$ cat src/wind_angle_circular_filter_core_defines.svh
// Assertion macros for the filter core source.
`ifndef WIND_ANGLE_CIRCULAR_FILTER_CORE_DEFINES_SVH
`define WIND_ANGLE_CIRCULAR_FILTER_CORE_DEFINES_SVH

// Same-cycle implication, checked out of reset.
`define WACF_ASSERT_IMP(name, pre, post) \
	name: assert property (@(posedge clk) disable iff (!arst_n) (pre) |-> (post)) \
		else $error("wacf: same-cycle check failed");

// Next-cycle implication, checked out of reset.
`define WACF_ASSERT_NXT(name, pre, post) \
	name: assert property (@(posedge clk) disable iff (!arst_n) (pre) |=> (post)) \
		else $error("wacf: next-cycle check failed");

`endif

$ cat src/wacf_pkg.sv
// ----------------------------------------------------------------------------
// wacf_pkg
// Types, codes and constants shared by the wind angle circular filter.
// ----------------------------------------------------------------------------
package wacf_pkg;

	localparam int ANGLE_BITS     = 16;
	localparam int WINDOW_MAX_DEF = 64;
	localparam int OP_W           = 3;
	localparam int TIME_W         = 48;
	localparam int AGE_W          = 32;
	localparam int WEIGHT_BITS    = 16;
	localparam int CFG_DATA_W     = 32;
	localparam int CFG_IDX_W      = 3;

	typedef logic signed [ANGLE_BITS-1:0] angle_t;
	typedef logic [OP_W-1:0]              op_t;
	typedef logic [CFG_IDX_W-1:0]         cfg_idx_t;
	typedef logic [1:0]                   sel_t;

	localparam op_t OP_COURSE     = 3'd0;
	localparam op_t OP_YAW        = 3'd1;
	localparam op_t OP_TRUE_WIND  = 3'd2;
	localparam op_t OP_APPARENT   = 3'd3;
	localparam op_t OP_TACK_START = 3'd4;
	localparam op_t OP_TACK_END   = 3'd5;

	localparam cfg_idx_t REG_MAX_AGE    = 3'd0;
	localparam cfg_idx_t REG_USE_FIXED  = 3'd1;
	localparam cfg_idx_t REG_FIXED_WIND = 3'd2;
	localparam cfg_idx_t REG_ALPHA_WIN  = 3'd3;
	localparam cfg_idx_t REG_ALPHA_TACK = 3'd4;
	localparam cfg_idx_t REG_WIND_WIN   = 3'd5;
	localparam cfg_idx_t REG_WIND_TACK  = 3'd6;
	localparam cfg_idx_t REG_APP_WIN    = 3'd7;

	localparam sel_t SEL_ALPHA = 2'd0;
	localparam sel_t SEL_WIND  = 2'd1;
	localparam sel_t SEL_APP   = 2'd2;

	// Per-cycle commands from the sequencer to one sample window.
	typedef struct packed {
		logic wr_en;
		logic rd_en;
		logic clear;
	} win_cmd_t;

endpackage

$ cat src/wacf_ram.sv
// ----------------------------------------------------------------------------
// wacf_ram
// Single-port-write, single-port-read RAM with a registered read.
// ----------------------------------------------------------------------------
module wacf_ram #(
	parameter int WIDTH = 16,
	parameter int DEPTH = 64
) (
	input  logic                     clk,
	input  logic                     wr_en,
	input  logic [$clog2(DEPTH)-1:0] wr_addr,
	input  logic [WIDTH-1:0]         wr_data,
	input  logic                     rd_en,
	input  logic [$clog2(DEPTH)-1:0] rd_addr,
	output logic [WIDTH-1:0]         rd_data
);
	logic [WIDTH-1:0] mem_q [DEPTH];
	logic [WIDTH-1:0] rd_data_q;

	always_ff @(posedge clk) begin
		if (wr_en) begin
			mem_q[wr_addr] <= wr_data;
		end
		if (rd_en) begin
			rd_data_q <= mem_q[rd_addr];
		end
	end

	assign rd_data = rd_data_q;
endmodule

$ cat src/wacf_window.sv
// ----------------------------------------------------------------------------
// wacf_window
// One ring window of angles: RAM plus per-entry valid bits and a fill value.
// ----------------------------------------------------------------------------
module wacf_window #(
	parameter int WINDOW_MAX = 64
) (
	input  logic                          clk,
	input  logic                          arst_n,
	input  wacf_pkg::win_cmd_t            cmd,
	input  logic [$clog2(WINDOW_MAX)-1:0] wr_addr,
	input  wacf_pkg::angle_t              wr_data,
	input  logic [$clog2(WINDOW_MAX)-1:0] rd_addr,
	input  wacf_pkg::angle_t              fill_value,
	output wacf_pkg::angle_t              rd_data
);
	import wacf_pkg::*;

	logic [WINDOW_MAX-1:0]  valid_q;
	angle_t                 fill_q;
	logic                   valid_s1;
	logic [ANGLE_BITS-1:0]  ram_rd;

	// A clear marks every entry as holding the fill value.
	always_ff @(posedge clk or negedge arst_n) begin
		if (!arst_n) begin
			valid_q  <= '0;
			fill_q   <= '0;
			valid_s1 <= 1'b0;
		end else begin
			if (cmd.clear) begin
				valid_q <= '0;
				fill_q  <= fill_value;
			end else if (cmd.wr_en) begin
				valid_q[wr_addr] <= 1'b1;
			end
			if (cmd.rd_en) begin
				valid_s1 <= valid_q[rd_addr];
			end
		end
	end

	wacf_ram #(
		.WIDTH(ANGLE_BITS),
		.DEPTH(WINDOW_MAX)
	) u_ram (
		.clk    (clk),
		.wr_en  (cmd.wr_en),
		.wr_addr(wr_addr),
		.wr_data(wr_data),
		.rd_en  (cmd.rd_en),
		.rd_addr(rd_addr),
		.rd_data(ram_rd)
	);

	assign rd_data = valid_s1 ? angle_t'(ram_rd) : fill_q;
endmodule

$ cat config.mk
export PLATFORM = sky130hd
export DESIGN_NAME = wacf_window
export DESIGN_NICKNAME = d
export VERILOG_FILES = /design/src/wind_angle_circular_filter_core_defines.svh /design/src/wacf_pkg.sv /design/src/wacf_ram.sv /design/src/wacf_window.sv
export SDC_FILE = /design/constraint.sdc
export NUM_CORES = 1
export LEC_CHECK = 0
export BUFFER_PORTS_ARGS = -buffer_cell sky130_fd_sc_hd__buf_4
export CELL_PAD_IN_SITES_DETAIL_PLACEMENT = 0
export CELL_PAD_IN_SITES_GLOBAL_PLACEMENT = 2
export CORE_MARGIN = 1.5
export CORE_UTILIZATION = 50
export CTS_BUF_LIST = sky130_fd_sc_hd__clkbuf_16
export DETAILED_ROUTE_END_ITERATION = 8
export PLACE_DENSITY = 0.89
export SLEW_MARGIN = 20
export SYNTH_ARGS = -nofsm -noshare
export SYNTH_HDL_FRONTEND = slang
export SYNTH_SLANG_ARGS = --single-unit
$ cat constraint.sdc
create_clock -name clk -period 1.9 [get_ports clk]
set_input_delay 0.095 -clock clk [delete_from_list [all_inputs] [get_ports clk]]
set_output_delay 0.095 -clock clk [all_outputs]
set_load 0.1 [all_outputs]
==> results.py, run 1 <==
metrics = {
    "outcome": {
        "status": "finished, violations left",
        "violations": "hold timing, setup timing",
    },
    "synthesis": {
        "yosys-mux-area-fraction": 0.185,
        "synthXorXnorAreaFrac": 0,
        "ys_ff_latch": 1121,
        "synthesis.nets": 1956,
        "synthSimpleGateAreaFrac": 0.0238,
        "syn_area_um2": 43100,
        "ys.flop_type": "edfxtp_1",
        "syn_avg_cell_area_um2": 22.6,
        "synth_compound_area_frac": 0.00775,
        "syn_inst": 1907,
        "synth_top_family_by_area": "multiplexers",
        "ys_seq_area_frac": 0.772,
        "synthAdderAreaFrac": 0,
        "ys.warnings.count": 0,
        "synth-async-reset-ratio": 0.0723,
        "synth_edf_count": 1040,
        "netlist-cell-type-count": 33,
    },
    "power_and_ir_drop": {
        "p_per_area_nw_per_um2": 1000,
        "switchingPower_mw": 11.2,
        "internal-power_mw": 40.4,
        "p_seq_frac": 0.530,
        "power.total_mw": 51.6,
        "peakVddDrop_uv": 855,
        "power.leakage_nw": 17.0,
        "power_frac_clock": 0.399,
        "p_comb_frac": 0.071,
        "netSwitchingFraction": 0.218,
    },
    "finish": {
        "utilization": 0.603,
        "synthToLayoutAreaGrowth_pct": 19.3,
        "drive_gt1_frac": 0.368,
        "instances_no_fill": 3464,
        "nets": 2273,
    },
    "setup_path": {
        "critical_path.max_fanout": 1,
        "crit_required_ns": 2.32,
        "cp-end-kind": "register",
        "worstPathArrival_ns": 2.57,
        "criticalPathCategory": "reg2reg",
        "cp-start-kind": "register",
        "reg2reg_depth": 5,
    },
    "routing": {
        "drtPass1Iterations": 5,
        "wl_um": 105000,
        "drtAntennaViolNets": 0,
        "routedWlPerCell_um": 30.4,
        "first_iter_violations": 2581,
        "viasPerCell": 6.17,
        "vias": 21400,
        "drc_errors": 0,
    },
    "place": {
        "hpwl_um": 61400,
        "pre_cts_ws_ns": -0.779,
        "gp_congestion": 0.840,
        "dp_cells": 3220,
        "port_buffers": 64,
    },
    "floorplan": {
        "initial_utilization": 0.505,
        "dieHeight_um": 297,
        "coreArea_um2": 85300,
        "ios": 65,
        "die_w_um": 297,
        "dieArea_um2": 88000,
        "row_count": 107,
    },
    "timing": {
        "setup_tns_ns": -2.85,
        "min_period_ns": 2.15,
        "skew_ns": 0.0218,
        "hold_ws_ns": -0.00464,
        "worst_pin_slew_ns": 0.814,
        "hold_violations": 2,
        "setup-violations-final": 17,
        "max_clock_freq_mhz": 465,
        "slew_headroom": 0.457,
        "final_max_slew_viol_count": 0,
        "period_share": 1.13,
        "worst_slack_ns": -0.250,
        "rsz0062_at_grt": "yes",
    },
    "grt": {
        "met2_usage": 0.395,
        "grt_max_degree": 65,
        "busiest_layer": "met2",
        "use_met3": 0.0618,
        "grt_pass1_vias": 22100,
        "overflow": 0,
        "use_met1": 0.336,
        "antenna_found_initial": 4,
        "grt_use_total": 0.246,
        "grt_pass1_wl_um": 152000,
    },
    "clocking": {
        "clock_path_buffers": 3,
        "cts_tree": "yes",
        "clkTransAtPathRegs_ns": 0.06,
        "cts_sinks": 1121,
        "root_buffer": "clkbuf_16",
        "cts.htree.levels": 3,
        "clock_latency_ns": 0.67,
        "cts_inserted_buffers": 110,
    },
    "min_path": {
        "hp-class": "in2reg",
        "hold_depth": 1,
    },
    "run": {
        "drv_cap": 0,
    },
}
power by group through the flow:
stage | Clock (mW) | Sequential [mW] | Combinational, mW
3_3_place_gp | 0 | 27.8 | 3.24
3_5_place_dp | 0 | 27.8 | 3.32
5_1_grt | 21.8 | 27.3 | 3.85
4_1_cts | 20.9 | 27.3 | 3.58
2_1_floorplan | 0 | 27.8 | 1.98
6_report | 20.6 | 27.3 | 3.69
sequential cells by signal, summed over array words and instances (netlist names):
| register | count |
|---|---|
| valid_s1 | 1 |
| fill_q | 16 |
| valid_q | 64 |
| u_ram.mem_q | 1024 |
| u_ram.rd_data | 16 |
synth_stat cells (2+ instances only):
cell      instances  area (µm²)
nor2_1          196         736
buf_1            11        41.3
inv_1             2        7.51
buf_2            16        80.1
nand3_1          11        55.1
a31oi_1           3        18.8
nor3_1            4        20.0
nand2_1          19        71.3
a22oi_1          20         150
mux2i_1          20         200
a21oi_1           4        20.0
clkbuf_1         56         210
nor2b_1           7        43.8
nand2b_1          5        31.3
edfxtp_1       1040       31200
dfrtp_1          81        2030
mux2_2           32         360
buf_6             8        90.1
buf_4            12        90.1
a311oi_1          2        17.5
mux4_2          329        7410
o22ai_1          16         100
and2_1            2        12.5
nand3b_1          2        15.0
stage by stage:
step	area [µm²]	hold slack, ns
2_1_floorplan	43500	-0.201
3_3_place_gp	47200	0.119
3_5_place_dp	47200	0.125
4_1_cts	51300	0.00455
5_1_grt	51400	0.0127
6_report	51400	-0.00464
worst max-delay path, stage by stage (launching register included):
cell and delay (ns):
edfxtp_1 0.42, mux4_2 0.53, mux4_2 0.55, a22oi_2 0.19
buf_6 0.15, nand2_2 0.05
timing repair:
action                                  CTS  global route
pin swaps                                 9             0
resized for setup                        62            37
buffers inserted                          1             1
hold endpoints to repair                390             0
endpoints found under the setup margin   32            34
cloned                                    1             0
hold buffers                             37             0
logic make-up (layout without fill, tap and decap cells):
family	after synthesis	count (layout)
mux	381	381
compound gates	48	48
flops	1121	1121
buf+inv	105	516
simple gates	252	252
other cells	0	2
layout by cell type (no fill, tap or decap), types with 20 or more instances in the layout:
master         count
buf_12            95
clkinv_1          31
edfxtp_1        1040
nor2_1           155
inv_1             24
dlygate4sd3_1     35
mux2i_1           20
mux4_2           329
dfrtp_1           80
clkinv_2          20
nor2_2            41
clkbuf_16        113
buf_4            170
per-layer routing:
metal / share of wire / wire [µm]
met1: 0.38 / 40300
met2: 0.49 / 52000
met3: 0.097 / 10200
met4: 0.026 / 2740
met5: 0 / 0
worst paths after layout:
path | startpoint | to | slack, ns
max in group asynchronous | arst_n | valid_q[60]$_DFFE_PN0P_ | 1.22
hold reg to reg | valid_q[35]$_DFFE_PN0P_ | valid_q[35]$_DFFE_PN0P_ | 0.50
setup / recovery | u_ram.mem_q[50][12]$_DFFE_PP_ | u_ram.rd_data[12]$_DFFE_PP_ | -0.25
hold / removal | wr_data[13] | u_ram.mem_q[48][13]$_DFFE_PP_ | -0.005
min in group asynchronous | arst_n | valid_q[16]$_DFFE_PN0P_ | 0.02
setup reg to reg | u_ram.mem_q[50][12]$_DFFE_PP_ | u_ram.rd_data[12]$_DFFE_PP_ | -0.25
final cells by class:
class                           count  area (µm²)
Inverter                            2        7.51
Timing Repair Buffer              308        3630
Clock inverter                     93         604
Tap cell                         1144        1430
Sequential cell                  1121       33300
Clock buffer                      113        2830
Fill cell                        5736       33900
Multi-Input combinational cell    681        9650
Antenna cell                        2        5.00
Power figures use the tool's default switching activity.
==> run 2: changes to the inputs <==
--- a/config.mk
+++ b/config.mk
@@ -6,7 +6,7 @@
 export NUM_CORES = 1
 export LEC_CHECK = 0
 export BUFFER_PORTS_ARGS = -buffer_cell sky130_fd_sc_hd__buf_4
-export CELL_PAD_IN_SITES_DETAIL_PLACEMENT = 0
+export CELL_PAD_IN_SITES_DETAIL_PLACEMENT = 2
 export CELL_PAD_IN_SITES_GLOBAL_PLACEMENT = 2
 export CORE_MARGIN = 1.5
 export CORE_UTILIZATION = 50
==> results.py, run 2 (synthesis gave the netlist of run 1 again) <==
metrics = {
    "run": {
        "drv_cap": 0,
    },
    "place": {
        "port_buffers": 64,
        "hpwl_um": 91800,
        "gp_congestion": 0.840,
    },
    "timing": {
        "skew_ns": 0.0373,
        "period_share": 1.20,
        "hold_ws_ns": 0.0178,
        "max_clock_freq_mhz": 437,
        "setup-violations-final": 32,
        "final_max_slew_viol_count": 0,
        "worst_slack_ns": -0.386,
        "hold_violations": 0,
        "min_period_ns": 2.29,
        "slew_headroom": 0.301,
        "worst_pin_slew_ns": 1.05,
        "rsz0062_at_grt": "yes",
    },
    "clocking": {
        "clock_latency_ns": 0.72,
        "cts_inserted_buffers": 114,
        "clkTransAtPathRegs_ns": 0.08,
        "root_buffer": "clkbuf_16",
        "cts.htree.levels": 3,
        "cts_tree": "yes",
        "clock_path_buffers": 3,
        "cts_sinks": 1121,
    },
    "finish": {
        "utilization": 0.608,
        "largest_register_ffs": 1024,
        "final_cell_mix": "edfxtp_1, mux4_2, buf_4, nor2_1, clkbuf_16",
        "fillCellCount": 6564,
        "drive_gt1_frac": 0.384,
        "nets": 2270,
        "final_common_cell": "edfxtp_1",
        "top_register": "u_ram.mem_q",
        "seqCellArea_um2": 33300,
        "synthToLayoutAreaGrowth_pct": 20.3,
        "largestRegisters": "u_ram.mem_q: 1024 flops, valid_q: 64 flops",
        "multi_input_area_um2": 9790,
    },
    "min_path": {
        "hp-class": "in2async",
    },
    "routing": {
        "vias": 24700,
        "drtPass1Iterations": 5,
        "first_iter_violations": 3873,
        "wl_um": 172000,
        "routedWlPerCell_um": 49.6,
        "drtAntennaViolNets": 0,
        "viasPerCell": 7.12,
        "drc_errors": 0,
    },
    "grt": {
        "overflow": 0,
        "grt_pass1_wl_um": 223000,
        "antenna_found_initial": 6,
        "grt_use_total": 0.382,
        "use_met1": 0.495,
        "busiest_layer": "met2",
        "grt_max_degree": 65,
        "met2_usage": 0.639,
        "use_met3": 0.0661,
        "grt_pass1_vias": 25100,
    },
    "floorplan": {
        "coreArea_um2": 85300,
        "dieArea_um2": 88000,
        "ios": 65,
        "dieHeight_um": 297,
        "die_w_um": 297,
        "initial_utilization": 0.505,
        "row_count": 107,
    },
    "outcome": {
        "status": "finished, violations left",
        "violations": "setup timing",
    },
    "setup_path": {
        "regToRegStartpoint": "u_ram.mem_q[60][7]$_DFFE_PP_",
        "crit_path_top_delay_cell": "mux4_2",
        "cp-end-kind": "register",
        "crit_path_cell_trace": "mux4_2 > mux4_2 > a22oi_2 > buf_6 > nand2_4",
        "startpoint": "u_ram.mem_q[60][7]$_DFFE_PP_",
        "critical_path.max_fanout": 1,
        "path_common_cell": "mux4_2",
        "criticalPathCategory": "reg2reg",
        "slowest_delay_ns": 0.57,
        "crit_required_ns": 2.37,
        "cp-start-kind": "register",
        "worstPathArrival_ns": 2.76,
    },
    "power_and_ir_drop": {
        "p_per_area_nw_per_um2": 1070,
        "power.total_mw": 55.7,
        "power.leakage_nw": 17.1,
        "peakVddDrop_uv": 947,
    },
}
==> run 2: final cells by class <==
| type | instances | share of cell area |
|---|---|---|
| Antenna cell | 2 | 0.0000965 |
| Clock buffer | 116 | 0.0560 |
| Clock inverter | 102 | 0.0166 |
| Inverter | 2 | 0.000145 |
| Multi-Input combinational cell | 681 | 0.189 |
| Sequential cell | 1121 | 0.641 |
| Tap cell | 1144 | 0.0276 |
| Timing Repair Buffer | 301 | 0.0695 |
==> run 2: layer usage <==
metal / share of wire / wire length, µm
met3: 0.091 / 15700
met1: 0.35 / 61000
met2: 0.50 / 85600
met4: 0.057 / 9740
met5: 0.00019 / 33
==> run 2: what timing repair did <==
action | in CTS | in global routing
hold endpoints to repair | 179 | 0
buffers inserted | 3 | 4
setup endpoints to repair | 33 | 33
gates resized for setup | 107 | 35
cloned | 1 | 1
pin swaps | 11 | 9
hold buffers | 25 | 0
==> run 2: through the flow <==
stage               area [µm²]  setup TNS (ns)  cells  setup slack, ns
finish                   51900           -6.22   3469           -0.386
CTS                      51700           -6.49   3466           -0.379
detailed placement       47200          -32.65   3220           -0.843
floorplan                43500          -28.42   1907           -0.403
global route             51900           -6.49   3467           -0.385
global placement         47200           -8.54   3220           -0.762
==> run 2: worst paths after layout <==
check	endpoint	slack [ns]	depth (start not counted)
min reg2reg	valid_q[0]$_DFFE_PN0P_	0.53	2
max	u_ram.rd_data[7]$_DFFE_PP_	-0.39	5
min in group clk	u_ram.mem_q[43][2]$_DFFE_PP_	0.02	1
max in group asynchronous	valid_q[42]$_DFFE_PN0P_	1.15	3
max reg2reg	u_ram.rd_data[7]$_DFFE_PP_	-0.39	5
min	valid_q[17]$_DFFE_PN0P_	0.02	2
==> run 2: report_power, final <==
| group | leakage, nW | switching, mW | internal, mW | total [mW] |
|---|---|---|---|---|
| clock network | 1.94 | 11.1 | 13.0 | 24.1 |
| logic | 4.73 | 2.60 | 1.64 | 4.24 |
| registers | 10.5 | 0.186 | 27.2 | 27.4 |
==> run 2: critical path: cells and delay by family (launching register included) <==
| family | cells | cell delay, ns |
|---|---|---|
| flip-flops | 1 | 0.43 |
| buffers and inverters | 1 | 0.17 |
| multiplexers | 2 | 1.10 |
| AND/OR/NAND/NOR | 1 | 0.05 |
| AO/OA/AOI/OAI | 1 | 0.29 |
==> run 3: changes to the inputs <==
==> constraint.sdc (replaced) <==
create_clock -name clk -period 1.9 [get_ports clk]
set_input_delay 0.095 -clock clk [delete_from_list [all_inputs] [get_ports clk]]
set_output_delay 0.095 -clock clk [all_outputs]
set_load 0.02 [all_outputs]
==> results.py, run 3 (synthesis gave the netlist of run 1 again) <==
metrics = {
    "outcome": {
        "status": "finished, violations left",
        "violations": "hold timing, setup timing",
    },
    "timing": {
        "min_period_ns": 2.36,
        "worst_slack_ns": -0.460,
        "period_share": 1.24,
        "slew_headroom": 0.310,
        "final_max_slew_viol_count": 0,
        "hold_violations": 13,
        "skew_ns": 0.0322,
        "max_clock_freq_mhz": 424,
        "worst_pin_slew_ns": 1.04,
        "hold_ws_ns": -0.0204,
        "setup-violations-final": 48,
        "rsz0062_at_grt": "yes",
    },
    "finish": {
        "drive_gt1_frac": 0.382,
        "final_cell_mix": "edfxtp_1, mux4_2, buf_4, nor2_1, clkbuf_16",
        "utilization": 0.603,
        "final_common_cell": "edfxtp_1",
        "multi_input_area_um2": 9790,
        "largest_register_ffs": 1024,
        "largestRegisters": "u_ram.mem_q: 1024 flops, valid_q: 64 flops",
        "top_register": "u_ram.mem_q",
        "fillCellCount": 6611,
        "seqCellArea_um2": 33300,
        "nets": 2267,
        "synthToLayoutAreaGrowth_pct": 19.3,
    },
    "min_path": {
        "hp-class": "in2reg",
        "hp-start": "wr_data[13]",
        "hold_end": "u_ram.mem_q[51][13]$_DFFE_PP_",
        "hold_depth": 1,
    },
    "power_and_ir_drop": {
        "power.total_mw": 53.9,
        "power.leakage_nw": 16.9,
        "peakVddDrop_uv": 883,
        "p_per_area_nw_per_um2": 1050,
    },
    "setup_path": {
        "startpoint": "u_ram.mem_q[35][7]$_DFFE_PP_",
        "ff2ff_setup_slack_ns": -0.46,
        "crit_path_cell_trace": "mux4_2 > mux4_2 > a22oi_2 > nand2_2",
        "critical_path.max_fanout": 1,
        "worstPathArrival_ns": 2.79,
        "cp-end-kind": "register",
        "slowest_delay_ns": 0.55,
        "r2r-end": "u_ram.rd_data[7]$_DFFE_PP_",
        "path_common_cell": "mux4_2",
        "cp-start-kind": "register",
        "regToRegStartpoint": "u_ram.mem_q[35][7]$_DFFE_PP_",
        "reg2reg_depth": 4,
        "crit_required_ns": 2.33,
        "criticalPathCategory": "reg2reg",
        "crit_path_top_delay_cell": "mux4_2",
    },
    "routing": {
        "vias": 24600,
        "wl_um": 170000,
        "drtPass1Iterations": 7,
        "routedWlPerCell_um": 49.1,
        "drtAntennaViolNets": 0,
        "drc_errors": 0,
        "viasPerCell": 7.10,
        "first_iter_violations": 3810,
    },
    "clocking": {
        "clkTransAtPathRegs_ns": 0.07,
        "cts.htree.levels": 3,
        "cts_sinks": 1121,
        "clock_path_buffers": 3,
        "root_buffer": "clkbuf_16",
        "clock_latency_ns": 0.72,
        "cts_tree": "yes",
        "cts_inserted_buffers": 114,
    },
    "grt": {
        "grt_use_total": 0.396,
        "overflow": 0,
        "antenna_found_initial": 13,
        "grt_pass1_vias": 25500,
        "grt_pass1_wl_um": 229000,
        "grt_max_degree": 65,
    },
    "place": {
        "gp_congestion": 0.837,
        "hpwl_um": 92000,
        "port_buffers": 64,
    },
    "floorplan": {
        "initial_utilization": 0.505,
        "ios": 65,
        "die_w_um": 297,
        "row_count": 107,
        "dieHeight_um": 297,
        "dieArea_um2": 88000,
        "coreArea_um2": 85300,
    },
    "run": {
        "drv_cap": 0,
    },
}
-- run 3: changes by cell type in the layout (fill, tap and decap cells not counted), sizes merged --
cell	change
buf	-1
bufinv	-7
clkbuf	-1
clkinv	-6
clkinvlp	-1
diode	+1
dlygate4sd3	-1
inv	+11
-- run 3: metal layers --
layer / share of wire / track usage / vias up
li1: - / - / 8625
met1: 0.35 / 0.506 / 13300
met2: 0.50 / 0.657 / 2149
met3: 0.092 / 0.0745 / 514
met4: 0.058 / 0.194 / 6
met5: 0.00028 / 0 / -
-- run 3: worst max-delay path by stage --
stage | to | cells past startpoint
6_report | u_ram.rd_data[7]$_DFFE_PP_ | 4
5_1_grt | u_ram.rd_data[7]$_DFFE_PP_ | 4
4_1_cts | u_ram.rd_data[7]$_DFFE_PP_ | 4
3_5_place_dp | u_ram.rd_data[14]$_DFFE_PP_ | 8
3_3_place_gp | u_ram.rd_data[14]$_DFFE_PP_ | 8
2_1_floorplan | u_ram.mem_q[50][0]$_DFFE_PP_ | 4
-- run 3: final cells by class --
cell class	count	area share
antenna	3	0.000146
clock buffer	116	0.0564
clock inverter	99	0.0124
inverter	2	0.000146
multi-input combinational	681	0.190
sequential	1121	0.647
tap	1144	0.0278
timing repair buffer	298	0.0663
-- run 3: report_power, final --
| group | internal [mW] | total (mW) | switching [mW] | leakage [nW] |
|---|---|---|---|---|
| Sequential | 27.2 | 27.4 | 0.170 | 10.5 |
| Combinational | 1.48 | 3.69 | 2.22 | 4.59 |
| Clock | 12.0 | 22.8 | 10.8 | 1.86 |
| Total | 40.7 | 53.9 | 13.2 | 16.9 |
-- run 3: timing repair --
item,CTS,global route
cloned,0,0
setup endpoints to repair,33,147
endpoints found under the hold margin,187,0
hold buffers,24,0
resized for setup,77,22
buffers inserted,3,1
pin swaps,9,6
-- run 3: worst max-delay path: cells and delay by family, from the launching register on --
kind            cells  cell delay, ns
mux                 2            1.09
flops               1            0.44
compound gates      1            0.41
simple gates        1            0.15
-- run 3: stage by stage --
stage | worst slack [ns] | std cells | cell area (µm²) | hold slack [ns] | setup TNS (ns)
after floorplan | -0.403 | 1907 | 43500 | -0.201 | -28.42
after global placement | -0.760 | 3219 | 47200 | 0.119 | -8.54
after detailed placement | -0.916 | 3219 | 47200 | 0.127 | -18.63
after CTS | -0.421 | 3461 | 51300 | 0.0000990 | -4.96
after global routing | -0.414 | 3463 | 51400 | 0.00345 | -5.70
final | -0.460 | 3464 | 51400 | -0.0204 | -5.75
