### config.mk
export PLATFORM = sky130hd
export DESIGN_NAME = wacf_div
export DESIGN_NICKNAME = d
export VERILOG_FILES = /design/src/wind_angle_circular_filter_core_defines.svh /design/src/wacf_div.sv
export SDC_FILE = /design/constraint.sdc
export NUM_CORES = 1
export LEC_CHECK = 0
export BUFFER_PORTS_ARGS = -buffer_cell sky130_fd_sc_hd__buf_2
export CORE_MARGIN = 2
export CORE_UTILIZATION = 38
export DETAILED_ROUTE_END_ITERATION = 12
export MAX_ROUTING_LAYER = met4
export PLACE_DENSITY_LB_ADDON = 0.2
export RECOVER_POWER = 50
export SYNTH_ARGS = -nofsm -noshare
export SYNTH_HDL_FRONTEND = slang
export SYNTH_SLANG_ARGS = --single-unit
### constraint.sdc
create_clock -name clk -period 6.2 [get_ports clk]
set_clock_uncertainty 0.05 [all_clocks]
set_input_delay 1.24 -clock clk [delete_from_list [all_inputs] [get_ports clk]]
set_output_delay 1.24 -clock clk [all_outputs]
set_load 0.02 [all_outputs]
### src/wind_angle_circular_filter_core_defines.svh
// Assertion macros for the filter core source.
`ifndef WIND_ANGLE_CIRCULAR_FILTER_CORE_DEFINES_SVH
`define WIND_ANGLE_CIRCULAR_FILTER_CORE_DEFINES_SVH

// Same-cycle implication, checked out of reset.
`define WACF_ASSERT_IMP(name, pre, post) \
	name: assert property (@(posedge clk) disable iff (!arst_n) (pre) |-> (post)) \
		else $error("wacf: same-cycle check failed");

// Next-cycle implication, checked out of reset.
`define WACF_ASSERT_NXT(name, pre, post) \
	name: assert property (@(posedge clk) disable iff (!arst_n) (pre) |=> (post)) \
		else $error("wacf: next-cycle check failed");

`endif

### src/wacf_div.sv
// ----------------------------------------------------------------------------
// wacf_div
// Shared restoring divider, one quotient bit per cycle.
// ----------------------------------------------------------------------------
module wacf_div #(
	parameter int Q_W = 25,
	parameter int D_W = 32
) (
	input  logic                     clk,
	input  logic                     arst_n,
	input  logic                     start,
	input  logic [D_W-1:0]           rem_init,
	input  logic [Q_W-1:0]           dividend,
	input  logic [D_W-1:0]           divisor,
	input  logic [$clog2(Q_W+1)-1:0] steps,
	output logic [Q_W-1:0]           quotient,
	output logic                     done
);
	localparam int CNT_W = $clog2(Q_W+1);

	logic [D_W-1:0]   rem_q;
	logic [D_W-1:0]   div_q;
	logic [Q_W-1:0]   dv_q;
	logic [Q_W-1:0]   quo_q;
	logic [CNT_W-1:0] cnt_q;
	logic             busy_q;
	logic             done_q;
	logic [D_W:0]     r2;
	logic [D_W:0]     r_sub;
	logic             ge;

	// The remainder shifts in the next dividend bit; it stays below the divisor.
	assign r2    = {rem_q, dv_q[Q_W-1]};
	assign ge    = r2 >= {1'b0, div_q};
	assign r_sub = r2 - {1'b0, div_q};

	always_ff @(posedge clk or negedge arst_n) begin
		if (!arst_n) begin
			busy_q <= 1'b0;
			done_q <= 1'b0;
			cnt_q  <= '0;
		end else begin
			done_q <= 1'b0;
			if (start) begin
				busy_q <= 1'b1;
				cnt_q  <= steps;
			end else if (busy_q) begin
				cnt_q <= cnt_q - CNT_W'(1);
				if (cnt_q == CNT_W'(1)) begin
					busy_q <= 1'b0;
					done_q <= 1'b1;
				end
			end
		end
	end

	always_ff @(posedge clk) begin
		if (start) begin
			rem_q <= rem_init;
			dv_q  <= dividend;
			quo_q <= '0;
			div_q <= divisor;
		end else if (busy_q) begin
			rem_q <= ge ? r_sub[D_W-1:0] : r2[D_W-1:0];
			dv_q  <= dv_q << 1;
			quo_q <= {quo_q[Q_W-2:0], ge};
		end
	end

	assign quotient = quo_q;
	assign done     = done_q;
endmodule

==> results of run 1 <==
-- final timing paths --
kind                              startpoint           end  slack, ns
worst min register to register  quotient[24]  quotient[24]       0.47
worst max-delay path               rem_q[25]      rem_q[0]       2.74
min in group asynchronous             arst_n      cnt_q[0]       0.66
max in group asynchronous             arst_n        busy_q       5.16
worst max register to register     rem_q[25]      rem_q[0]       2.74
worst min-delay path            quotient[24]  quotient[24]       0.47
-- layer usage --
layer | wire, µm | vias to the layer above
li1 | - | 2594
met1 | 7240 | 2458
met2 | 7270 | 115
met3 | 972 | 8
met4 | 153 | 0
met5 | 0 | -
-- kinds of logic after synthesis --
kind of cell               share of synthesized area [%]
AOI/OAI and AO/OA                                   14.8
xor gates and xnor gates                            3.89
adders and majority gates                           6.39
buffers and inverters                               4.09
DFF                                                 48.0
muxes                                               11.4
and+or+nand+nor                                     11.4
-- where the power goes --
| group | internal, µW | switching, µW |
|---|---|---|
| combinational | 754 | 1030 |
| sequential | 1080 | 88.8 |
| clock | 551 | 406 |
| total | 2380 | 1520 |
-- sequential cells by signal (all words and copies together), names as in the netlist --
name      count
div_q        32
rem_q        32
dv_q         25
quotient     25
cnt_q         5
busy_q        1
done          1
-- through the flow --
stage          instances  utilization (%)  instance area (µm²)  setup WS [ns]
4_1_cts              997             46.4                 8330           2.68
6_report             999             46.2                 8310           2.74
3_5_place_dp         965             43.2                 7760           2.70
3_3_place_gp         965             43.2                 7760           2.70
2_1_floorplan        639                -                 6970           2.91
5_1_grt              998             46.2                 8300           2.48
-- final cells by class --
cell class                 count  area, µm²
antenna                        2       5.00
clock buffer                  18        450
sequential                   121       3350
clock inverter                14        121
inverter                      40        150
multi-input combinational    450       3340
fill                        1720       9660
timing repair buffer         125        606
tap                          229        287
-- worst reg2reg max path: stages (launching register included) --
cell and delay [ns]:
sky130_fd_sc_hd__edfxtp_1 0.38, sky130_fd_sc_hd__ha_1 0.40, sky130_fd_sc_hd__a21o_1 0.21, sky130_fd_sc_hd__a21oi_1 0.22, sky130_fd_sc_hd__o21ba_2 0.19, sky130_fd_sc_hd__o41ai_2 0.09
sky130_fd_sc_hd__a2111oi_4 0.42, sky130_fd_sc_hd__a21o_1 0.81, sky130_fd_sc_hd__mux2i_1 0.16, sky130_fd_sc_hd__mux2_2 0.29
-- cell usage in the layout, fill, tap and decap left out, types with 9 or more instances in the layout --
| cell | n |
|---|---|
| sky130_fd_sc_hd__mux2_2 | 27 |
| sky130_fd_sc_hd__nor3_1 | 12 |
| sky130_fd_sc_hd__nand2_1 | 54 |
| sky130_fd_sc_hd__a21oi_1 | 35 |
| sky130_fd_sc_hd__nand3_1 | 12 |
| sky130_fd_sc_hd__xor2_1 | 12 |
| sky130_fd_sc_hd__clkbuf_16 | 18 |
| sky130_fd_sc_hd__ha_1 | 34 |
| sky130_fd_sc_hd__inv_1 | 39 |
| sky130_fd_sc_hd__dfxtp_1 | 25 |
| sky130_fd_sc_hd__clkbuf_1 | 27 |
| sky130_fd_sc_hd__buf_2 | 94 |
| sky130_fd_sc_hd__nor2_1 | 43 |
| sky130_fd_sc_hd__o21ai_1 | 17 |
| sky130_fd_sc_hd__mux2i_1 | 49 |
| sky130_fd_sc_hd__nor2b_1 | 9 |
| sky130_fd_sc_hd__o21ai_0 | 20 |
| sky130_fd_sc_hd__xnor2_1 | 19 |
| sky130_fd_sc_hd__edfxtp_1 | 89 |
-- cell usage after synthesis, types with 9 or more instances --
master | number | share of area (%)
sky130_fd_sc_hd__nor2b_1 | 9 | 0.81
sky130_fd_sc_hd__dfxtp_1 | 25 | 7.2
sky130_fd_sc_hd__nand3_1 | 12 | 0.86
sky130_fd_sc_hd__nor3_1 | 12 | 0.86
sky130_fd_sc_hd__o21ai_1 | 17 | 1.2
sky130_fd_sc_hd__mux2_2 | 27 | 4.4
sky130_fd_sc_hd__mux2i_1 | 49 | 7.0
sky130_fd_sc_hd__a21oi_1 | 35 | 2.5
sky130_fd_sc_hd__edfxtp_1 | 89 | 38
sky130_fd_sc_hd__o21ai_0 | 20 | 1.4
sky130_fd_sc_hd__inv_1 | 39 | 2.1
sky130_fd_sc_hd__xor2_1 | 12 | 1.5
sky130_fd_sc_hd__xnor2_1 | 19 | 2.4
sky130_fd_sc_hd__nand2_1 | 54 | 2.9
sky130_fd_sc_hd__nor2_1 | 43 | 2.3
sky130_fd_sc_hd__ha_1 | 34 | 6.1
sky130_fd_sc_hd__clkbuf_1 | 14 | 0.75
==> run summary, run 1 <==
====================================================================================================
Outcome ............................................................................... complete, no violations
Area grow syn2layout ..................................................................        19.1%
Wire length of the first global-routing pass ..........................................      26.1 mm
Prevailing post-synth register cell ................................................... sky130_fd_sc_hd__edfxtp_1
Met3 GRT Util .........................................................................        6.09%
Fin Setup TNS .........................................................................         0 ns
Global-route met1 utilization .........................................................        21.0%
Number of library cell types mapped by synthesis ......................................           69
Critical path cell sequence ........................................................... ha_1 > a21o_1 > a21oi_1 > o21ba_2 > o41ai_2 > a2111oi_4 > a21o_1 > mux2i_1 > mux2_2
Net count after synthesis .............................................................          771
Number of setup buffers added after CTS ...............................................            0
Area enclosed by the die boundary .....................................................    19400 µm²
Share of synthesized registers carrying an async set or reset .........................        5.79%
TritonCTS sink count ..................................................................          121
Reported max-cap violation count ......................................................            0
Cts repair resizes ....................................................................            0
Highest ir drop seen on vdd ...........................................................       212 µV
GR Util All Layers ....................................................................        17.1%
Via count of the first global-routing pass ............................................         5378
Clock network latency to the later pin of the worst-skew pair .........................      0.42 ns
Drt total wl ..........................................................................      15.6 mm
Number of flops mapped to enable cells by yosys .......................................           89
Deepest level of the CTS H-tree .......................................................            4
Routed via count ......................................................................         5175
Slowest stage cell, crit path ......................................................... sky130_fd_sc_hd__a21o_1
Placer's final routability congestion estimate ........................................        0.834
Worst hold slack ......................................................................     0.471 ns
Critical path depth ...................................................................            9
Std-Cell Rows .........................................................................           49
Yosys warning total ...................................................................            0
Post-layout min period ................................................................      3.46 ns
Clock tree from TritonCTS .............................................................        built
Core region area ......................................................................    18000 µm²
CP Data Arrival Time ..................................................................      3.59 ns
Max clock buf depth ...................................................................            2
Power after layout ....................................................................      3900 µW
Min-Delay Path Depth ..................................................................            2
Top cell family by delay on the critical path ......................................... compound AO/OA/AOI/OAI gates
Number of hold buffers added after CTS ................................................            0
Final critical-path share of the clock period .........................................        55.9%
Power per cell area ...................................................................   470 nW/µm²
CP Launch Type ........................................................................    flip-flop
Portion of the post-synthesis area used by sequential elements ........................        48.0%
Count of final max-slew check failures ................................................            0
Category of the most critical setup path ..............................................   reg -> reg
Summed instance area of the synthesized netlist .......................................     6970 µm²
Cells after synthesis .................................................................          639
Number of setup violations in the final report ........................................            0
Initial Util ..........................................................................        38.8%
Count of input and output buffers .....................................................          122
Unrepaired setup endpoints after global routing .......................................           no
Highest fanout seen on the critical path ..............................................           22
Hold Fails Final Rpt ..................................................................            0
Fmax ..................................................................................    0.289 GHz
Slew at the pin with the worst max-slew slack .........................................      1.04 ns
Mean post-synth cell area .............................................................     10.9 µm²
Worst slew margin .....................................................................        29.1%
Required time of the critical path ....................................................      6.32 ns
Net total in the final layout .........................................................          887
Maximum number of pins on one net before global-route repair ..........................           95
Initial DRT Pass Iterations ...........................................................            4
Floorplan die height ..................................................................       139 µm
Path class of the lowest-slack min-delay path .........................................   reg -> reg
Horiz. Die Dim ........................................................................       139 µm
Total clock buffers created by CTS ....................................................           17
Starting DRT DRC Count ................................................................          311
DRT antenna net count .................................................................            0
Half-perimeter wire length of the detailed placement result ...........................      11.1 mm
Clock-pin slew reported for the worst setup and hold paths after clock tree synthesis .      0.06 ns
Count of pins on the block boundary ...................................................          123
Busiest grt layer .....................................................................         met2
Global Route met2 Usage ...............................................................        26.8%
Average wire per cell in the routed design ............................................      15.7 µm
Leakage dissipation ...................................................................   0.00363 µW
Cells on worst reg2reg path ...........................................................            9
Count of buffering cells on the critical path with inverters included .................            0
Share of final-layout standard cells stronger than drive strength 1 ...................        23.2%
FF+latch count, synth .................................................................          121
Kind of end point of the critical path ................................................    flip-flop
CP dominant cell by count ............................................................. sky130_fd_sc_hd__a21o_1
DR DRC count ..........................................................................            0
Overall overflow remaining after global route .........................................            0
Number of vias per cell after detailed routing ........................................         5.18
Number of antenna violations at the first check in global routing .....................            1
Master cell of the clock root buffer .................................................. sky130_fd_sc_hd__clkbuf_16
Delay of the slowest critical-path stage ..............................................      0.81 ns
====================================================================================================
Power figures use the tool's default switching activity.
==> inputs of run 2 (changes only) <==
clock period = 3.1 ns   (was 6.2 ns; I/O delays follow)
==> run 2 against run 1 <==
Effect of this change:
- critical path depth grew 1
- the run now ends with capacitance limit, slew limit left
- total power grew 110%
- clock power grew 120%
- hold slack lost 0.15 ns
- via count grew 1.4%
- sequential cell count is the same
- count of clock-buffer cells in the layout grew 3
- fmax grew 19%
- die area is the same
- register-to-register slack lost 2.6 ns
- final area grew 4.2%
- wire length grew 2.4%
==> run summary, run 2 (synthesis gave the netlist of run 1 again) <==
====================================================================================================
Slew at the pin with the worst max-slew slack .........................................      1.99 ns   +0.948 ns
Core region area ......................................................................    18000 µm²   unchanged
Half-perimeter wire length of the detailed placement result ...........................      11.5 mm   +3.7%
Number of setup buffers added after CTS ...............................................            0   unchanged
Via count of the first global-routing pass ............................................         5422   +0.82%
Master cell of the clock root buffer .................................................. sky130_fd_sc_hd__clkbuf_16
Outcome ............................................................................... complete, but fails checks
Area enclosed by the die boundary .....................................................    19400 µm²   unchanged
Horiz. Die Dim ........................................................................       139 µm   unchanged
Power after layout ....................................................................      8360 µW   +110%
GR Util All Layers ....................................................................        17.4%   +0.30 points
Post-layout min period ................................................................      2.92 ns   -0.549 ns
Max clock buf depth ...................................................................            2   unchanged
Fmax ..................................................................................    0.343 GHz   +19%
Count of pins on the block boundary ...................................................          123   unchanged
Count of input and output buffers .....................................................          122   unchanged
Number of antenna violations at the first check in global routing .....................            0   -1
CP Launch Type ........................................................................    flip-flop
Average wire per cell in the routed design ............................................      15.7 µm   +0.28%
Share of final-layout standard cells stronger than drive strength 1 ...................        28.4%   +5.2 points
Top cell family by delay on the critical path ......................................... compound AO/OA/AOI/OAI gates
Initial DRT Pass Iterations ...........................................................            4   unchanged
Category of the most critical setup path ..............................................   reg -> reg
Worst flop-to-flop path startpoint ....................................................     rem_q[3]
Hold Fails Final Rpt ..................................................................            0   unchanged
Fin Setup TNS .........................................................................         0 ns   unchanged
DRT antenna net count .................................................................            0   unchanged
Path class of the lowest-slack min-delay path .........................................    in -> reg
Starting DRT DRC Count ................................................................          275   -12%
Worst reg-to-reg setup slack ..........................................................      0.18 ns   -2.55 ns
Unrepaired setup endpoints after global routing .......................................           no
Floorplan die height ..................................................................       139 µm   unchanged
Startpoint of the tightest hold check path ............................................  divisor[28]
Clock tree from TritonCTS .............................................................        built
Kind of end point of the critical path ................................................    flip-flop
Count of buffering cells on the critical path with inverters included .................            1   +1
Routed via count ......................................................................         5249   +1.4%
DR DRC count ..........................................................................            0   unchanged
CP Data Arrival Time ..................................................................      3.04 ns   -0.55 ns
TritonCTS sink count ..................................................................          121   unchanged
Clock network latency to the later pin of the worst-skew pair .........................      0.42 ns   about the same
Area grow syn2layout ..................................................................        24.1%
Count of final max-slew check failures ................................................           50   +50
Reported max-cap violation count ......................................................            2   +2
Power per cell area ...................................................................   966 nW/µm²   +110%
Highest-count cells in the layout ignoring fill and taps .............................. sky130_fd_sc_hd__buf_2 (116), sky130_fd_sc_hd__edfxtp_1 (89), sky130_fd_sc_hd__nand2_1 (54)
Delay of the slowest critical-path stage ..............................................      0.43 ns   -0.38 ns
Clock-pin slew reported for the worst setup and hold paths after clock tree synthesis .      0.06 ns   about the same
Placer's final routability congestion estimate ........................................        0.850   +2.0%
Number of vias per cell after detailed routing ........................................         5.15   -0.66%
Final critical-path share of the clock period .........................................        94.0%   +38 points
Critical path cell sequence ........................................................... ha_1 > nand2_2 > a211oi_4 > o21ai_2 > a2111oi_4 > o21ai_2 > a21o_1 > buf_12 > mux2i_1 > mux2_2
Deepest level of the CTS H-tree .......................................................            4   unchanged
Violated checks ....................................................................... capacitance limit, slew limit
Slowest stage cell, crit path ......................................................... sky130_fd_sc_hd__a2111oi_4
Initial Util ..........................................................................        38.8%   unchanged
Std-Cell Rows .........................................................................           49   unchanged
Number of setup violations in the final report ........................................            0   unchanged
Biggest regs .......................................................................... div_q: 32 flops, rem_q: 32 flops
Overall overflow remaining after global route .........................................            0   unchanged
Total clock buffers created by CTS ....................................................           17   unchanged
CP dominant cell by count ............................................................. sky130_fd_sc_hd__o21ai_2
Net total in the final layout .........................................................          909   +2.5%
Maximum number of pins on one net before global-route repair ..........................           69   -27%
Highest ir drop seen on vdd ...........................................................       479 µV   +130%
Wire length of the first global-routing pass ..........................................      26.5 mm   +1.4%
Highest fanout seen on the critical path ..............................................           22   unchanged
Leakage dissipation ...................................................................   0.00389 µW   +7.0%
Worst slew margin .....................................................................       -32.3%   -61 points
Required time of the critical path ....................................................      3.22 ns   -3.10 ns
Drt total wl ..........................................................................      16.0 mm   +2.4%
Critical path startpoint ..............................................................     rem_q[3]
Most common library cell in the layout ignoring fill and taps ......................... sky130_fd_sc_hd__buf_2
====================================================================================================
==> run 2: cell type report <==
cell class | instances | area, µm²
Sequential cell | 121 | 3350
Fill cell | 1685 | 9310
Clock inverter | 11 | 109
Timing Repair Buffer | 147 | 870
Clock buffer | 21 | 526
Tap cell | 229 | 287
Inverter | 40 | 150
Antenna cell | 1 | 2.50
Multi-Input combinational cell | 450 | 3360
==> run 2: per-layer routing <==
metal / share of wire [%] / up-vias / global-route usage, %
met3: 5.6 / 9 / 5.47
met1: 47 / 2505 / 22.0
li1: - / 2621 / -
met5: 0 / - / -
met4: 0.86 / 0 / 4.47
met2: 46 / 114 / 27.2
==> run 2: what timing repair did <==
action / CTS / global route
hold buffers: 1 / 0
gates resized for setup: 0 / 6
endpoints found under the hold margin: 7 / 0
setup endpoints to repair: 0 / 32
==> run 2: power breakdown <==
group | internal [µW] | total, µW | switching [µW] | leakage, µW
sequential | 2160 | 2340 | 186 | 0.00121
clock | 1260 | 2100 | 846 | 0.000316
combinational | 1800 | 3910 | 2110 | 0.00236
total | 5210 | 8360 | 3150 | 0.00389
==> run 2: path summary, 6_finish.rpt <==
| kind | cells past startpoint | end |
|---|---|---|
| setup reg to reg | 10 | rem_q[0] |
| max in group asynchronous | 2 | busy_q |
| hold reg to reg | 2 | quotient[24] |
| min in group asynchronous | 2 | done |
| setup / recovery | 10 | rem_q[0] |
| hold / removal | 1 | div_q[28] |
==> run 2: metrics by stage <==
stage               setup WS [ns]  hold slack [ns]  area (µm²)  std cells  util, %
global placement           0.0846            0.407        8000        986     44.5
floorplan                   0.389            0.274        6970        639        -
finish                      0.185            0.323        8650       1020     48.2
CTS                        0.0390            0.303        8640       1019     48.1
global route              0.00320            0.300        8650       1019     48.1
detailed placement         0.0477            0.418        8000        986     44.5
==> inputs of run 3 (changes only) <==
BUFFER_PORTS_ARGS = unset   (was -buffer_cell sky130_fd_sc_hd__buf_2)
DONT_BUFFER_PORTS = 1   (was unset)
==> run 3 against run 2 <==
Effect of this change:
- highest routed layer unchanged
- combinational power down 3%
- utilization down 4.0 points
- wire length down 4.2%
- largest cell class unchanged
- via count down 9.5%
- the flow still finishes with violations (capacitance limit, slew limit)
==> run summary, run 3 (synthesis gave the netlist of run 1 again) <==
====================================================================================================
Horiz. Die Dim ........................................................................       139 µm   unchanged
GR Util All Layers ....................................................................        16.3%   -1.1 points
Path class of the lowest-slack min-delay path .........................................    in -> reg
Half-perimeter wire length of the detailed placement result ...........................      10.8 mm   -6.0%
Routed via count ......................................................................         4748   -9.5%
Count of input and output buffers .....................................................            0   -100%
Worst flop-to-flop path startpoint ....................................................    rem_q[13]
Category of the most critical setup path ..............................................   reg -> reg
Violated checks ....................................................................... capacitance limit, slew limit
Initial Util ..........................................................................        38.8%   unchanged
Required time of the critical path ....................................................      3.20 ns   -0.02 ns
Post-layout min period ................................................................      2.92 ns   +0.00530 ns
DRT antenna net count .................................................................            0   unchanged
Placer's final routability congestion estimate ........................................        0.837   -1.6%
Hold Fails Final Rpt ..................................................................            0   unchanged
Number of setup violations in the final report ........................................            0   unchanged
Worst slew margin .....................................................................       -31.4%   +0.98 points
Area enclosed by the die boundary .....................................................    19400 µm²   unchanged
Clock-pin slew reported for the worst setup and hold paths after clock tree synthesis .      0.06 ns   about the same
Average wire per cell in the routed design ............................................      17.1 µm   +9.1%
Deepest level of the CTS H-tree .......................................................            4   unchanged
Critical path startpoint ..............................................................    rem_q[13]
Number of vias per cell after detailed routing ........................................         5.30   +3.0%
Maximum number of pins on one net before global-route repair ..........................          167   +140%
Minimum setup slack in the final design ...............................................     0.180 ns   -0.00530 ns
Initial DRT Pass Iterations ...........................................................            4   unchanged
Delay of the slowest critical-path stage ..............................................      0.43 ns   about the same
Via count of the first global-routing pass ............................................         4977   -8.2%
Pre-CTS setup slack ...................................................................    0.0644 ns   +0.0168 ns
Min-Delay Path Depth ..................................................................            0   -1
Clock tree from TritonCTS .............................................................        built
DR DRC count ..........................................................................            0   unchanged
Worst r2r dst .........................................................................    rem_q[31]
Count of final max-slew check failures ................................................           32   -36%
Slew at the pin with the worst max-slew slack .........................................      1.97 ns   -0.0147 ns
Std-Cell Rows .........................................................................           49   unchanged
Startpoint of the tightest hold check path ............................................  divisor[25]
Slowest stage cell, crit path ......................................................... sky130_fd_sc_hd__ha_1
Most common library cell in the layout ignoring fill and taps ......................... sky130_fd_sc_hd__edfxtp_1
Area grow syn2layout ..................................................................        13.7%
Fmax ..................................................................................    0.342 GHz   -0.18%
Number of antenna violations at the first check in global routing .....................            0   unchanged
Max clock buf depth ...................................................................            2   unchanged
TritonCTS sink count ..................................................................          121   unchanged
Count of pins on the block boundary ...................................................          123   unchanged
Post-Place Cell Area ..................................................................     7310 µm²   -8.6%
Cells on worst reg2reg path ...........................................................           10   unchanged
Highest fanout seen on the critical path ..............................................           10   -55%
Reported max-cap violation count ......................................................            1   -1
Total clock buffers created by CTS ....................................................           17   unchanged
Worst reg-to-reg setup slack ..........................................................      0.18 ns   about the same
Non-Filler Cell Area, Final ...........................................................     7930 µm²   -8.4%
Starting DRT DRC Count ................................................................          293   +6.5%
Net total in the final layout .........................................................          786   -14%
Overall overflow remaining after global route .........................................            0   unchanged
Leakage dissipation ...................................................................   0.00333 µW   -14%
Inserted Diodes .......................................................................            0   -1
Highest-count cells in the layout ignoring fill and taps .............................. sky130_fd_sc_hd__edfxtp_1 (89), sky130_fd_sc_hd__nand2_1 (54), sky130_fd_sc_hd__mux2i_1 (49)
Drt total wl ..........................................................................      15.3 mm   -4.2%
Highest ir drop seen on vdd ...........................................................       417 µV   -13%
Kind of end point of the critical path ................................................    flip-flop
Unrepaired setup endpoints after global routing .......................................          yes
Count of buffering cells on the critical path with inverters included .................            1   unchanged
Outcome ............................................................................... complete, but fails checks
Master cell of the clock root buffer .................................................. sky130_fd_sc_hd__clkbuf_16
Power per cell area ...................................................................  1010 nW/µm²   +5.0%
Clock network latency to the later pin of the worst-skew pair .........................      0.42 ns   about the same
CP Data Arrival Time ..................................................................      3.02 ns   -0.02 ns
Destination of the worst hold path ....................................................    div_q[25]
Top cell family by delay on the critical path ......................................... compound AO/OA/AOI/OAI gates
Critical path cell sequence ........................................................... ha_1 > and3_1 > nor2b_1 > nand3_1 > o41ai_4 > a2111oi_4 > a21oi_4 > buf_4 > mux2i_1 > o21ai_0
Number of setup buffers added after CTS ...............................................            0   unchanged
CP Launch Type ........................................................................    flip-flop
Share of final-layout standard cells stronger than drive strength 1 ...................        16.9%   -11 points
Final critical-path share of the clock period .........................................        94.2%   +0.17 points
Wire length of the first global-routing pass ..........................................      24.8 mm   -6.3%
Core region area ......................................................................    18000 µm²   unchanged
Floorplan die height ..................................................................       139 µm   unchanged
Biggest regs .......................................................................... div_q: 32 flops, rem_q: 32 flops
====================================================================================================
run 3: repair_timing:
| item | 4_1_cts | 5_1_grt |
|---|---|---|
| gates resized for setup | 0 | 14 |
| hold buffers | 1 | 0 |
| hold endpoints to repair | 7 | 0 |
| setup endpoints to repair | 0 | 25 |
run 3: through the flow:
stage | hold WS, ns | power [µW] | utilization, % | TNS (ns) | cells
after global placement | 0.275 | 6060 | 40.7 | 0 | 863
after detailed placement | 0.275 | 6110 | 40.7 | 0 | 863
after global routing | 0.215 | 8610 | 44.1 | -0.00283 | 896
after CTS | 0.216 | 8040 | 43.8 | 0 | 896
final | 0.238 | 8040 | 44.1 | 0 | 896
after floorplan | 0.274 | 5230 | - | 0 | 639
run 3: layout make-up:
cell class	count	area, µm²
fillers	1730	10000
inverters	40	150
flip-flops and latches	121	3350
repair buffers	24	191
multi-input cells	450	3400
well taps	229	287
clock inverters	15	126
clock buffers	17	425
run 3: power breakdown:
| group | switching, µW | internal, µW | total [µW] | leakage [µW] |
|---|---|---|---|---|
| combinational | 2070 | 1740 | 3810 | 0.00184 |
| clock | 825 | 1050 | 1880 | 0.000278 |
| sequential | 195 | 2160 | 2350 | 0.00121 |
| total | 3090 | 4950 | 8040 | 0.00333 |
run 3: worst max-delay path by stage:
stage | depth (start not counted) | slack [ns] | endpoint
after floorplan | 10 | 0.39 | rem_q[23]
after global placement | 10 | 0.14 | rem_q[1]
after detailed placement | 10 | 0.06 | rem_q[1]
after CTS | 10 | 0.04 | rem_q[1]
after global routing | 10 | -0.003 | rem_q[31]
final | 10 | 0.18 | rem_q[31]
run 3: metal layers:
| layer | track usage (%) | up-vias | wire length (µm) |
|---|---|---|---|
| met5 | - | - | 0 |
| met4 | 5.21 | 0 | 216 |
| met3 | 6.06 | 20 | 1000 |
| met2 | 24.9 | 112 | 7000 |
| met1 | 20.1 | 2237 | 7120 |
| li1 | - | 2379 | - |
